**config.mk**
```make
export PLATFORM = sky130hd
export DESIGN_NAME = stereo_led_level_meter_core_flat
export DESIGN_NICKNAME = d
export VERILOG_FILES = /design/src/rtl/slm_pkg.sv /design/src/rtl/slm_if.sv /design/src/rtl/stereo_led_level_meter_core.sv /design/src/rtl/slm_ctrl.sv /design/src/rtl/slm_dp.sv /design/src/flat_wrapper.sv
export SDC_FILE = /design/constraint.sdc
export NUM_CORES = 1
export LEC_CHECK = 0
export ABC_AREA = 1
export ABC_CLOCK_PERIOD_IN_PS = 4500
export BUFFER_PORTS_ARGS = -buffer_cell sky130_fd_sc_hd__buf_2
export CORE_UTILIZATION = 51
export DETAILED_ROUTE_END_ITERATION = 8
export PLACE_DENSITY_LB_ADDON = 0.08
export SLEW_MARGIN = 10
export SYNTH_ARGS = -nofsm -noshare
export SYNTH_HDL_FRONTEND = slang
export SYNTH_SLANG_ARGS = --single-unit
```
**constraint.sdc**
```tcl
create_clock -name clk -period 4.5 [get_ports clk]
set_clock_uncertainty 0.05 [all_clocks]
set_input_delay 0.225 -clock clk [delete_from_list [all_inputs] [get_ports clk]]
set_output_delay 0.225 -clock clk [all_outputs]
set_load 0.02 [all_outputs]
```
**src/rtl/slm_pkg.sv**
```systemverilog
// ----------------------------------------------------------------------------
// slm_pkg
// Shared types, constants and a helper function of the stereo LED level meter.
// ----------------------------------------------------------------------------
package slm_pkg;

  localparam int SAMPLE_BITS_DEF = 24;
  localparam int MAX_PAIRS_DEF   = 1023;

  localparam int LED_TOTAL  = 8;
  localparam int TABLE_LEDS = 8;
  localparam int MASK_W     = 8;

  localparam int SUM_W     = 34;
  localparam int LEVEL_W   = 26;
  localparam int GAIN_W    = 16;
  localparam int WIN_W     = 10;
  localparam int FRAC_W    = 12;
  localparam int PROD_W    = SUM_W + GAIN_W;
  localparam int STEP_W    = PROD_W - FRAC_W;
  localparam int CFG_W     = 16;
  localparam int CFG_IDX_W = 2;

  localparam int DIV_STEPS = SUM_W;
  localparam int MUL_STEPS = GAIN_W;
  localparam int ITER_W    = $clog2(DIV_STEPS);

  localparam logic [WIN_W-1:0]  WINDOW_LEN_RST   = WIN_W'(60);
  localparam logic [GAIN_W-1:0] ATTACK_GAIN_RST  = GAIN_W'(14336);
  localparam logic [GAIN_W-1:0] RELEASE_GAIN_RST = GAIN_W'(328);
  localparam logic [PROD_W-1:0] ROUND_HALF       = PROD_W'(2048);
  localparam logic [LEVEL_W-1:0] LEVEL_MAX       = '1;

  typedef enum logic [CFG_IDX_W-1:0] {
    REG_WINDOW_LEN   = 2'd0,
    REG_ATTACK_GAIN  = 2'd1,
    REG_RELEASE_GAIN = 2'd2
  } cfg_reg_t;

  // LED thresholds in Q.23, lowest LED first.
  localparam logic [LEVEL_W-1:0] LED_THRESHOLD [TABLE_LEDS] = '{
    LEVEL_W'(6664),   LEVEL_W'(13296),  LEVEL_W'(26528),  LEVEL_W'(52929),
    LEVEL_W'(105607), LEVEL_W'(210713), LEVEL_W'(420427), LEVEL_W'(600745)
  };

  typedef enum logic [5:0] {
    ST_IDLE  = 6'b000001,
    ST_DIV   = 6'b000010,
    ST_PREP  = 6'b000100,
    ST_MUL   = 6'b001000,
    ST_APPLY = 6'b010000,
    ST_EMIT  = 6'b100000
  } slm_state_t;

  typedef struct packed {
    logic accept;
    logic div_load;
    logic div_step;
    logic prep;
    logic mul_step;
    logic apply;
    logic emit;
  } slm_cmd_t;

  typedef struct packed {
    logic upd_hit;
    logic out_free;
  } slm_status_t;

  function automatic logic [MASK_W-1:0] led_mask_of(input logic [LEVEL_W-1:0] level);
    logic [MASK_W-1:0] m;
    int b;
    m = '0;
    for (int i = 0; i < TABLE_LEDS; i++) begin
      b = LED_TOTAL - 1 - i;
      if (i < LED_TOTAL && b >= 0 && b < MASK_W && level >= LED_THRESHOLD[i]) begin
        m[b] = 1'b1;
      end
    end
    return m;
  endfunction

endpackage

```
**src/rtl/slm_if.sv**
```systemverilog
// ----------------------------------------------------------------------------
// slm_in_if / slm_out_if
// Valid/ready channels of the level meter: sample pairs in, meter words out.
// ----------------------------------------------------------------------------
interface slm_in_if import slm_pkg::*; #(
  parameter int SAMPLE_BITS = SAMPLE_BITS_DEF
) ();
  logic                          valid;
  logic                          ready;
  logic signed [SAMPLE_BITS-1:0] left_sample;
  logic signed [SAMPLE_BITS-1:0] right_sample;
  logic                          frame_last;

  modport source (output valid, left_sample, right_sample, frame_last, input ready);
  modport sink   (input valid, left_sample, right_sample, frame_last, output ready);
endinterface

interface slm_out_if import slm_pkg::*; ();
  logic               valid;
  logic               ready;
  logic [MASK_W-1:0]  led_mask;
  logic [LEVEL_W-1:0] smoothed_level;

  modport source (output valid, led_mask, smoothed_level, input ready);
  modport sink   (input valid, led_mask, smoothed_level, output ready);
endinterface

```
**src/rtl/stereo_led_level_meter_core.sv**
```systemverilog
// Stereo LED level meter. Each accepted word is one stereo pair; |left|+|right|
// goes into a saturating sum and the pair count goes up. A word that closes a
// frame with at least window_len pairs pending starts an update: a radix-2
// divider forms the mean, a shift-add multiplier forms the attack or release
// step, and the smoothed level with its LED mask is placed in the output
// register. Ordinary words are taken while idle; an update holds the input
// off until its word is emitted, including any wait for the output register
// to free up. Configuration is written through cfg_we/cfg_index/cfg_data; the
// user must write it only while the meter is idle; the block does not enforce it.
// ----------------------------------------------------------------------------
// stereo_led_level_meter_core
// Top level of the level meter: sequencer and datapath on two valid/ready
// channels and a configuration write port.
// ----------------------------------------------------------------------------
module stereo_led_level_meter_core import slm_pkg::*; #(
  parameter int SAMPLE_BITS = SAMPLE_BITS_DEF,
  parameter int MAX_PAIRS   = MAX_PAIRS_DEF
) (
  input  logic                 clk,
  input  logic                 rst,
  input  logic                 cfg_we,
  input  logic [CFG_IDX_W-1:0] cfg_index,
  input  logic [CFG_W-1:0]     cfg_data,
  slm_in_if.sink               sample_in,
  slm_out_if.source            level_out
);

  slm_cmd_t    cmd;
  slm_status_t status;
  logic        in_ready;

  assign sample_in.ready = in_ready;

  slm_ctrl u_ctrl (
    .clk      (clk),
    .rst      (rst),
    .in_valid (sample_in.valid),
    .in_ready (in_ready),
    .status   (status),
    .cmd      (cmd)
  );

  slm_dp #(
    .SAMPLE_BITS (SAMPLE_BITS),
    .MAX_PAIRS   (MAX_PAIRS)
  ) u_dp (
    .clk       (clk),
    .rst       (rst),
    .cfg_we    (cfg_we),
    .cfg_index (cfg_index),
    .cfg_data  (cfg_data),
    .in_left   (sample_in.left_sample),
    .in_right  (sample_in.right_sample),
    .in_last   (sample_in.frame_last),
    .out_ready (level_out.ready),
    .out_valid (level_out.valid),
    .out_mask  (level_out.led_mask),
    .out_level (level_out.smoothed_level),
    .cmd       (cmd),
    .status    (status)
  );

endmodule

```
**src/rtl/slm_ctrl.sv**
```systemverilog
// ----------------------------------------------------------------------------
// slm_ctrl
// Sequencer of the level meter: accumulate, divide, multiply, apply, emit.
// ----------------------------------------------------------------------------
module slm_ctrl import slm_pkg::*; (
  input  logic        clk,
  input  logic        rst,
  input  logic        in_valid,
  output logic        in_ready,
  input  slm_status_t status,
  output slm_cmd_t    cmd
);

  slm_state_t          state, state_next;
  logic [ITER_W-1:0]   iter, iter_next;

  always_comb begin
    state_next = state;
    iter_next  = iter;
    cmd        = '0;
    in_ready   = 1'b0;
    case (state)
      ST_IDLE: begin
        in_ready     = 1'b1;
        cmd.accept   = in_valid;
        cmd.div_load = in_valid && status.upd_hit;
        if (in_valid && status.upd_hit) begin
          state_next = ST_DIV;
          iter_next  = '0;
        end
      end
      ST_DIV: begin
        cmd.div_step = 1'b1;
        iter_next    = iter + 1'b1;
        if (iter == ITER_W'(DIV_STEPS - 1)) begin
          state_next = ST_PREP;
        end
      end
      ST_PREP: begin
        cmd.prep   = 1'b1;
        iter_next  = '0;
        state_next = ST_MUL;
      end
      ST_MUL: begin
        cmd.mul_step = 1'b1;
        iter_next    = iter + 1'b1;
        if (iter == ITER_W'(MUL_STEPS - 1)) begin
          state_next = ST_APPLY;
        end
      end
      ST_APPLY: begin
        cmd.apply  = 1'b1;
        state_next = ST_EMIT;
      end
      ST_EMIT: begin
        // Hold here until the output register can take the new word.
        if (status.out_free) begin
          cmd.emit   = 1'b1;
          state_next = ST_IDLE;
        end
      end
      default: begin
        state_next = ST_IDLE;
      end
    endcase
  end

  always_ff @(posedge clk) begin
    if (rst) begin
      state <= ST_IDLE;
      iter  <= '0;
    end else begin
      state <= state_next;
      iter  <= iter_next;
    end
  end

endmodule

```
**src/rtl/slm_dp.sv**
```systemverilog
// ----------------------------------------------------------------------------
// slm_dp
// Datapath of the level meter: configuration registers, saturating sum and
// count, radix-2 divider, shift-add multiplier, smoothing and output register.
// ----------------------------------------------------------------------------
module slm_dp import slm_pkg::*; #(
  parameter int SAMPLE_BITS = SAMPLE_BITS_DEF,
  parameter int MAX_PAIRS   = MAX_PAIRS_DEF
) (
  input  logic                   clk,
  input  logic                   rst,
  input  logic                   cfg_we,
  input  logic [CFG_IDX_W-1:0]   cfg_index,
  input  logic [CFG_W-1:0]       cfg_data,
  input  logic [SAMPLE_BITS-1:0] in_left,
  input  logic [SAMPLE_BITS-1:0] in_right,
  input  logic                   in_last,
  input  logic                   out_ready,
  output logic                   out_valid,
  output logic [MASK_W-1:0]      out_mask,
  output logic [LEVEL_W-1:0]     out_level,
  input  slm_cmd_t               cmd,
  output slm_status_t            status
);

  localparam int CNT_W = $clog2(MAX_PAIRS + 1);
  localparam int DVS_W = CNT_W + 1;
  localparam int CMP_W = (CNT_W > WIN_W) ? CNT_W : WIN_W;

  logic [WIN_W-1:0]   window_len;
  logic [GAIN_W-1:0]  attack_gain;
  logic [GAIN_W-1:0]  release_gain;
  logic [SUM_W-1:0]   level_sum;
  logic [CNT_W-1:0]   pair_count;
  logic [LEVEL_W-1:0] smoothed;

  logic [SUM_W-1:0]   dvd;
  logic [DVS_W-1:0]   dvs;
  logic [DVS_W-1:0]   rem;
  logic [PROD_W-1:0]  acc;
  logic [PROD_W-1:0]  mcand;
  logic [GAIN_W-1:0]  gsh;
  logic               rise;

  logic [SAMPLE_BITS-1:0] mag_l, mag_r;
  logic [SAMPLE_BITS:0]   pair_add;
  logic [SUM_W:0]         sum_wide;
  logic [SUM_W-1:0]       sum_new;
  logic [CNT_W-1:0]       cnt_new;
  logic [WIN_W-1:0]       win_eff;
  logic [DVS_W:0]         rem_sh;
  logic                   rem_ge;
  logic [SUM_W-1:0]       sm_ext;
  logic                   rising;
  logic [SUM_W-1:0]       diff;
  logic [STEP_W-1:0]      step;
  logic [STEP_W:0]        up_sum;
  logic [LEVEL_W-1:0]     smoothed_next;

  // The most negative sample inverts to itself, which read unsigned is 2^(N-1).
  assign mag_l    = in_left[SAMPLE_BITS-1]  ? (~in_left + 1'b1)  : in_left;
  assign mag_r    = in_right[SAMPLE_BITS-1] ? (~in_right + 1'b1) : in_right;
  assign pair_add = {1'b0, mag_l} + {1'b0, mag_r};
  assign sum_wide = {1'b0, level_sum} + (SUM_W + 1)'(pair_add);
  assign sum_new  = sum_wide[SUM_W] ? '1 : sum_wide[SUM_W-1:0];
  assign cnt_new  = (pair_count == CNT_W'(MAX_PAIRS)) ? pair_count : pair_count + 1'b1;
  assign win_eff  = (window_len == '0) ? WIN_W'(1) : window_len;

  assign status.upd_hit  = in_last && (CMP_W'(cnt_new) >= CMP_W'(win_eff));
  assign status.out_free = !out_valid || out_ready;

  assign rem_sh = {rem, dvd[SUM_W-1]};
  assign rem_ge = rem_sh >= {1'b0, dvs};

  assign sm_ext = SUM_W'(smoothed);
  assign rising = dvd > sm_ext;
  assign diff   = rising ? (dvd - sm_ext) : (sm_ext - dvd);

  // The accumulator starts at one half LSB of the result, so this is the rounded step.
  assign step   = acc[PROD_W-1:FRAC_W];
  assign up_sum = {1'b0, step} + (STEP_W + 1)'(smoothed);

  always_comb begin
    if (rise) begin
      smoothed_next = (up_sum > (STEP_W + 1)'(LEVEL_MAX)) ? LEVEL_MAX : up_sum[LEVEL_W-1:0];
    end else begin
      smoothed_next = (step >= STEP_W'(smoothed)) ? '0 : smoothed - step[LEVEL_W-1:0];
    end
  end

  always_ff @(posedge clk) begin
    if (rst) begin
      window_len   <= WINDOW_LEN_RST;
      attack_gain  <= ATTACK_GAIN_RST;
      release_gain <= RELEASE_GAIN_RST;
    end else if (cfg_we) begin
      case (cfg_reg_t'(cfg_index))
        REG_WINDOW_LEN:   window_len   <= cfg_data[WIN_W-1:0];
        REG_ATTACK_GAIN:  attack_gain  <= cfg_data[GAIN_W-1:0];
        REG_RELEASE_GAIN: release_gain <= cfg_data[GAIN_W-1:0];
        default: ;
      endcase
    end
  end

  always_ff @(posedge clk) begin
    if (rst) begin
      level_sum  <= '0;
      pair_count <= '0;
      smoothed   <= '0;
      out_valid  <= 1'b0;
    end else begin
      if (cmd.div_load) begin
        level_sum  <= '0;
        pair_count <= '0;
      end else if (cmd.accept) begin
        level_sum  <= sum_new;
        pair_count <= cnt_new;
      end
      if (cmd.apply) begin
        smoothed <= smoothed_next;
      end
      if (cmd.emit) begin
        out_valid <= 1'b1;
      end else if (out_ready) begin
        out_valid <= 1'b0;
      end
    end
  end

  // Divider and multiplier registers carry no reset.
  always_ff @(posedge clk) begin
    if (cmd.div_load) begin
      dvd <= sum_new;
      dvs <= {cnt_new, 1'b0};
      rem <= '0;
    end else if (cmd.div_step) begin
      rem <= rem_ge ? DVS_W'(rem_sh - {1'b0, dvs}) : rem_sh[DVS_W-1:0];
      dvd <= {dvd[SUM_W-2:0], rem_ge};
    end
    if (cmd.prep) begin
      mcand <= PROD_W'(diff);
      gsh   <= rising ? attack_gain : release_gain;
      acc   <= ROUND_HALF;
      rise  <= rising;
    end else if (cmd.mul_step) begin
      if (gsh[0]) begin
        acc <= acc + mcand;
      end
      mcand <= {mcand[PROD_W-2:0], 1'b0};
      gsh   <= {1'b0, gsh[GAIN_W-1:1]};
    end
    if (cmd.emit) begin
      out_mask  <= led_mask_of(smoothed);
      out_level <= smoothed;
    end
  end

endmodule
```
**src/flat_wrapper.sv**
```systemverilog
// flat-port wrapper written by rule: the top's interface ports become plain ports
module stereo_led_level_meter_core_flat import slm_pkg::*;
#(
  parameter int SAMPLE_BITS = SAMPLE_BITS_DEF,
  parameter int MAX_PAIRS   = MAX_PAIRS_DEF
)
  (clk, rst, cfg_we, cfg_index, cfg_data, sample_in_valid, sample_in_left_sample, sample_in_right_sample, sample_in_frame_last, sample_in_ready, level_out_valid, level_out_led_mask, level_out_smoothed_level, level_out_ready);
  slm_in_if #(.SAMPLE_BITS(SAMPLE_BITS)) sample_in_i ();
  slm_out_if level_out_i ();
  input  logic clk;
  input  logic rst;
  input  logic cfg_we;
  input  logic [CFG_IDX_W-1:0] cfg_index;
  input  logic [CFG_W-1:0] cfg_data;
  input wire logic [$bits(sample_in_i.valid)-1:0] sample_in_valid;
  input wire logic [$bits(sample_in_i.left_sample)-1:0] sample_in_left_sample;
  input wire logic [$bits(sample_in_i.right_sample)-1:0] sample_in_right_sample;
  input wire logic [$bits(sample_in_i.frame_last)-1:0] sample_in_frame_last;
  output wire logic [$bits(sample_in_i.ready)-1:0] sample_in_ready;
  output wire logic [$bits(level_out_i.valid)-1:0] level_out_valid;
  output wire logic [$bits(level_out_i.led_mask)-1:0] level_out_led_mask;
  output wire logic [$bits(level_out_i.smoothed_level)-1:0] level_out_smoothed_level;
  input wire logic [$bits(level_out_i.ready)-1:0] level_out_ready;
  assign sample_in_i.valid = sample_in_valid;
  assign sample_in_i.left_sample = sample_in_left_sample;
  assign sample_in_i.right_sample = sample_in_right_sample;
  assign sample_in_i.frame_last = sample_in_frame_last;
  assign sample_in_ready = sample_in_i.ready;
  assign level_out_valid = level_out_i.valid;
  assign level_out_led_mask = level_out_i.led_mask;
  assign level_out_smoothed_level = level_out_i.smoothed_level;
  assign level_out_i.ready = level_out_ready;
  stereo_led_level_meter_core #(.SAMPLE_BITS(SAMPLE_BITS), .MAX_PAIRS(MAX_PAIRS)) u_core (.clk(clk), .rst(rst), .cfg_we(cfg_we), .cfg_index(cfg_index), .cfg_data(cfg_data), .sample_in(sample_in_i), .level_out(level_out_i));
endmodule
```
=== Word-level counts from Yosys, hierarchy flattened ===
Index checks and enable logic that the tools add are counted.
Widths: inputs -> output; s select.

* Add/sub/neg operators: 12
* Order comparisons: 13
* Eq/ne operators: 15
* Multiplexer cells: 42
* Bitwise operators: 2
* Reduce and logical (&&, ||, !) cells: 18

{| class="wikitable"
|+ Operators with widths
! kind !! number
|-
| $mux 34 || 6
|-
| $mux 26 || 3
|-
| $add 50x50->50 || 1
|-
| $add 24x1->24 const B || 2
|-
| $mux 16 || 3
|-
| $mux 24 || 2
|-
| $not 24->24 || 2
|-
| $add 38x26->39 || 1
|-
| $gt 39x26->1 const B || 1
|-
| $ge 38x26->1 || 1
|-
| $pmux 6 s6 || 1
|-
| $add 34x25->35 || 1
|-
| $gt 34x26->1 || 1
|-
| $sub 26x34->34 || 1
|-
| $sub 34x26->34 || 1
|-
| $mux 6 || 5
|-
| $ge 26x13->1 const B || 1
|-
| $ge 26x14->1 const B || 1
|-
| $ge 26x15->1 const B || 1
|-
| $ge 26x16->1 const B || 1
|-
| $ge 26x17->1 const B || 1
|-
| $ge 26x18->1 const B || 1
|-
| $ge 26x19->1 const B || 1
|-
| $ge 26x20->1 const B || 1
|-
| 33 further kinds || 62
|}

* Register bits after elaboration: 331
* Bits of input ports: 72
* Output and inout port bits: 36
* Word-level logic and storage cells: 121

=== Depth between registers and ports, before layout ===
* Depth after elaboration: 7
* Mapped depth: 30
* Gate-level depth less buffers: 29

=== Modules after synthesis ===
A second synthesis with hierarchy kept.

* Cells, all modules: 4239
* Area total of the unflattened synthesis: 28940.3 µm²

{| class="wikitable"
|+ Modules (own cells, without submodules)
! module !! times used !! cells each !! area each (µm²) !! seq. area each (µm²)
|-
| slm_dp || 1 || 4128 || 28212.1 || 7677.4
|-
| slm_ctrl || 1 || 111 || 728.2 || 240.2
|}

=== Least setup slack after synthesis ===
OpenSTA, ideal clock, no wires.

* Kind: in2reg
* Start point: input port sample_in_left_sample[0]
* End point: register u_core.u_dp.dvd[20] (data pin)
* Setup time: 281 ps
* Arrival time: 3962 ps
* Data required time: 4169 ps
* Path slack: 207 ps
* Stages: 27
* Buffers on the path: 1
* Path through: inv_1 -> ha_1 -> inv_1 -> nor3_2 -> nand3b_1 -> nor3_1 -> nand2_1 -> o31ai_1 -> o21a_1 -> o21ai_1 -> nor2_1 -> xor2_1 -> fa_1 -> inv_1 -> ha_1 -> nand2_1 -> o21ai_0 -> a21oi_1 -> a21boi_1 -> nand2_1 -> nand2_1 -> nand2_2 -> nand3_4 -> clkinv_2 -> buf_4 -> o21ai_0 -> o21ai_0

* Longest elaborated chain between the ends: 7

{| class="wikitable"
|+ Ends and longest elaborated chain
! element !! RTL line !! text
|-
| from (decl) || flat_wrapper.sv:16 || <nowiki>input wire logic [$bits(sample_in_i.left_sample)-1:0] sample_in_left_sample;</nowiki>
|-
| $not 24->24 || slm_dp.sv:61 || <nowiki>assign mag_l = in_left[SAMPLE_BITS-1] ? (~in_left + 1'b1) : in_left;</nowiki>
|-
| $add 24x1->24 || slm_dp.sv:61 ||
|-
| $mux 24 (*) || slm_dp.sv:61 ||
|-
| $add 24x24->25 (*) || slm_dp.sv:63 || <nowiki>assign pair_add = {1'b0, mag_l} + {1'b0, mag_r};</nowiki>
|-
| $add 34x25->35 (*) || slm_dp.sv:64 || <nowiki>assign sum_wide = {1'b0, level_sum} + (SUM_W + 1)'(pair_add);</nowiki>
|-
| $mux 34 (*) || slm_dp.sv:65 || <nowiki>assign sum_new = sum_wide[SUM_W] ? '1 : sum_wide[SUM_W-1:0];</nowiki>
|-
| $mux 34 (*) || slm_dp.sv:133 || <nowiki>if (cmd.div_load) begin</nowiki>
|-
| to (signal assigned) || slm_dp.sv:134 || <nowiki>dvd <= sum_new;</nowiki>
|-
| to (signal assigned) || slm_dp.sv:139 || <nowiki>dvd <= {dvd[SUM_W-2:0], rem_ge};</nowiki>
|-
| to (decl) || slm_dp.sv:37 || <nowiki>logic [SUM_W-1:0] dvd;</nowiki>
|}

Every way passes the cells marked *; elsewhere a longest branch is shown, timed or not.
A chain may end at the register's enable or synchronous reset.

=== Worst setup path in the final report ===
* Start point: input port sample_in_left_sample[0]
* End point: register u_core.u_dp.level_sum[31]

* Longest elaborated chain between the ends: 6

{| class="wikitable"
|+ Ends and longest elaborated chain
! element !! RTL line !! text
|-
| $not 24->24 || slm_dp.sv:61 ||
|-
| $add 24x1->24 || slm_dp.sv:61 ||
|-
| $mux 24 (*) || slm_dp.sv:61 ||
|-
| $add 24x24->25 (*) || slm_dp.sv:63 ||
|-
| $add 34x25->35 (*) || slm_dp.sv:64 ||
|-
| $mux 34 (*) || slm_dp.sv:65 ||
|-
| to (signal assigned) || slm_dp.sv:117 || <nowiki>level_sum <= sum_new;</nowiki>
|-
| to (decl) || slm_dp.sv:33 || <nowiki>logic [SUM_W-1:0] level_sum;</nowiki>
|}

Marks and branches as above.

==> results.yml <==
run:
  drv_cap: 0
routing:
  m1WireLength_mm: 41.3
  first_pass_iters: 5
  wl_per_cell_um: 18.6
  avgViaCountPerCell: 5.49
  ant_nets: 0
  drtIter0Drc: 2309
  dr_total_vias: 28653
  wl_met2_mm: 44.2
  wl_mm: 97.1
  highest_layer: "met4"
  drc: 0
  wl_met3_mm: 6.16
global_route:
  grt_max_degree: 63
  grt_usage_pct: 33.6
  grt_overflow: 0
  antenna_found_initial: 1
  grt_pass1_wl_mm: 150
  grt_pass1_vias: 26973
clock_tree:
  clk_latency_ns: 0.60
  cts_tree: "yes"
  htreeDepth: 2
  root_buffer: "clkbuf_16"
  cts.path.max_buffers: 3
  path_clk_slew_ns: 0.06
  cts_inserted_buffers: 41
  cts_sinks: 331
cells_and_area:
  area_growth_pct: 11.9
  fillers: 5583
  final_common_cell: "nand2_1"
  drive_gt1_share_pct: 9.75
  fin_nets: 4769
  layout_common_cells: "nand2_1 (861), inv_1 (639), nor2_1 (457), a21oi_1 (393), o21ai_0 (319)"
critical_path:
  r2r-start: "u_core.u_dp.smoothed[1]"
  crit_end: "u_core.u_dp.level_sum[31]"
  path_depth: 27
  cp_top_family: "simple AND/OR/NAND/NOR gates"
  cp-end-kind: "register"
  cp-start-kind: "input pin"
  worstPathMaxFanout: 8
  r2r_slack_ns: 0.49
  critPathBufInv: 4
  crit_required_ns: 4.96
  critPathMostFrequentCell: "nand2_1"
  r2r_end: "u_core.u_dp.smoothed[22]"
  arrival_ns: 4.53
  path_class: "in -> reg"
  startpoint: "sample_in_left_sample[0]"
  slowest_stage: "fa_1"
  r2r_cells: 18
  cpPeakStageDelay_ns: 0.51
timing:
  worst_pin_slew_ns: 1.18
  final_max_slew_viol_count: 0
  period_share_pct: 90.4
  fin_crit_ns: 4.07
  slew-limit-headroom_pct: 21.3
  fmax_mhz: 246
  finalHoldViolations: 0
  setup_viol: 0
  final.setup.tns_ns: 0
synth:
  yosys.area.top_type: "dfxtp_1"
  syn_avg_cell_area_um2: 6.77
  syn-instance-count: 4279
  synth_nets: 4609
  ys_seq_area_share_pct: 27.3
  async_reset_ff_share_pct: 0
  syn_area_um2: 29000
  synth_area_leaders: "dfxtp_1 (14%), edfxtp_1 (13%), nand2_1 (11%), ha_1 (9.8%), inv_1 (8.3%)"
  ys_types: 63
  yosys.area.top_type_share_pct: 14.0
  ys.flop_type: "dfxtp_1"
  synth-edff-count: 129
  yosys_warnings: 0
  ys_seq_elements: 331
worst_hold_path:
  min_path_type: "in -> reg"
  whs_path_depth: 4
power:
  finalPower_uw: 16300
  p_per_area_nw_per_um2: 503
  ir_worst_vdd_uv: 410
  leakage_uw: 0.0157
status:
  outcome: "finished, final reports clean"
placed_design:
  numPortBuffers: 107
  hpwl_mm: 77.1
  place_congestion: 1.07
floorplanning:
  fp.coreArea_um2: 55600
  rows: 86
  fp.dieH_um: 240
  die_area_um2: 57700
  die_x_um: 240
  start_util_pct: 52.1
  io_pins: 108
-- sequential cells by signal, summed over array words and instances, names as in the netlist, 11 cells and up --
| register | count |
|---|---|
| u_core.u_dp.acc | 50 |
| u_core.u_dp.mcand | 50 |
| u_core.u_dp.gsh | 16 |
| u_core.u_dp.out_level | 26 |
| u_core.u_dp.rem | 11 |
| u_core.u_dp.level_sum | 34 |
| u_core.u_dp.dvd | 34 |
| u_core.u_dp.release_gain | 16 |
| u_core.u_dp.smoothed | 26 |
| u_core.u_dp.attack_gain | 16 |
-- where the power goes --
part           switching [µW]  internal, µW  total [µW]  leakage (µW)
clock                    1440          2030        3470      0.000693
sequential                520          3640        4160       0.00283
combinational            5610          3040        8660        0.0121
total                    7580          8720       16300        0.0157
-- worst min-delay path: cells and delay by family --
family / cells / cell delay, ns
buf+inv: 2 / 0.19
compound gates: 1 / 0.10
simple gates: 1 / 0.08
-- kinds of logic after synthesis --
kind of cell               synth area share [%]
xor gates and xnor gates                   5.90
buffers and inverters                      11.1
AOI/OAI and AO/OA                          18.0
and+or+nand+nor                            25.6
DFF                                        27.3
adders and majority gates                  12.0
-- stage by stage --
stage / setup WS, ns / hold WS [ns] / utilization (%) / area [µm²] / cells
6_report: 0.434 / 0.0180 / 58.2 / 32400 / 5221
5_1_grt: -0.00180 / 0.0195 / 58.2 / 32400 / 5220
4_1_cts: 0.294 / 0.000990 / 58.2 / 32400 / 5220
3_5_place_dp: -0.303 / 0.393 / 55.3 / 30800 / 5127
3_3_place_gp: -0.201 / 0.389 / 55.3 / 30800 / 5127
2_1_floorplan: 0.207 / 0.288 / - / 29000 / 4279
-- how the worst min path moves through the flow --
| stage | start | to | slack, ns |
|---|---|---|---|
| after floorplan | cfg_data[3] | u_core.u_dp.release_gain[3] | 0.29 |
| after global placement | u_core.u_dp.attack_gain[11] | u_core.u_dp.attack_gain[11] | 0.39 |
| after detailed placement | u_core.u_dp.attack_gain[12] | u_core.u_dp.attack_gain[12] | 0.39 |
| after CTS | level_out_ready | u_core.u_dp.out_valid | 0.001 |
| after global routing | level_out_ready | u_core.u_dp.out_valid | 0.02 |
| final | level_out_ready | u_core.u_dp.out_valid | 0.02 |
-- final cells by class --
cell class	count	area [µm²]	area share (%)
clock inverters	24	290	0.896
multi-input cells	3139	17900	55.1
repair buffers	251	1710	5.27
inverters	675	2540	7.83
clock buffers	52	1150	3.55
diodes	1	2.50	0.00772
well taps	748	936	2.89
flip-flops and latches	331	7920	24.4
-- what timing repair did --
item                                    CTS  global route
resized for setup                         0             8
endpoints found under the setup margin    0            67
setup buffers                             0             0
hold buffers                             17             0
endpoints found under the hold margin    42             0
-- routing by layer --
metal	up-vias	GRT usage, %
met4	0	17.4
li1	14294	-
met5	-	0
met1	13099	42.9
met3	242	4.26
met2	1018	55.5
-- synth_stat cells, types with 31 or more instances --
| cell | n |
|---|---|
| a21oi_1 | 393 |
| clkbuf_1 | 62 |
| dfxtp_1 | 202 |
| edfxtp_1 | 129 |
| fa_1 | 31 |
| ha_1 | 227 |
| inv_1 | 640 |
| nand2_1 | 864 |
| nand3_1 | 211 |
| nand4_1 | 35 |
| nor2_1 | 458 |
| nor3_1 | 59 |
| o21a_1 | 38 |
| o21ai_0 | 320 |
| o21ai_1 | 36 |
| xnor2_1 | 52 |
| xor2_1 | 143 |
Power figures use the tool's default switching activity.
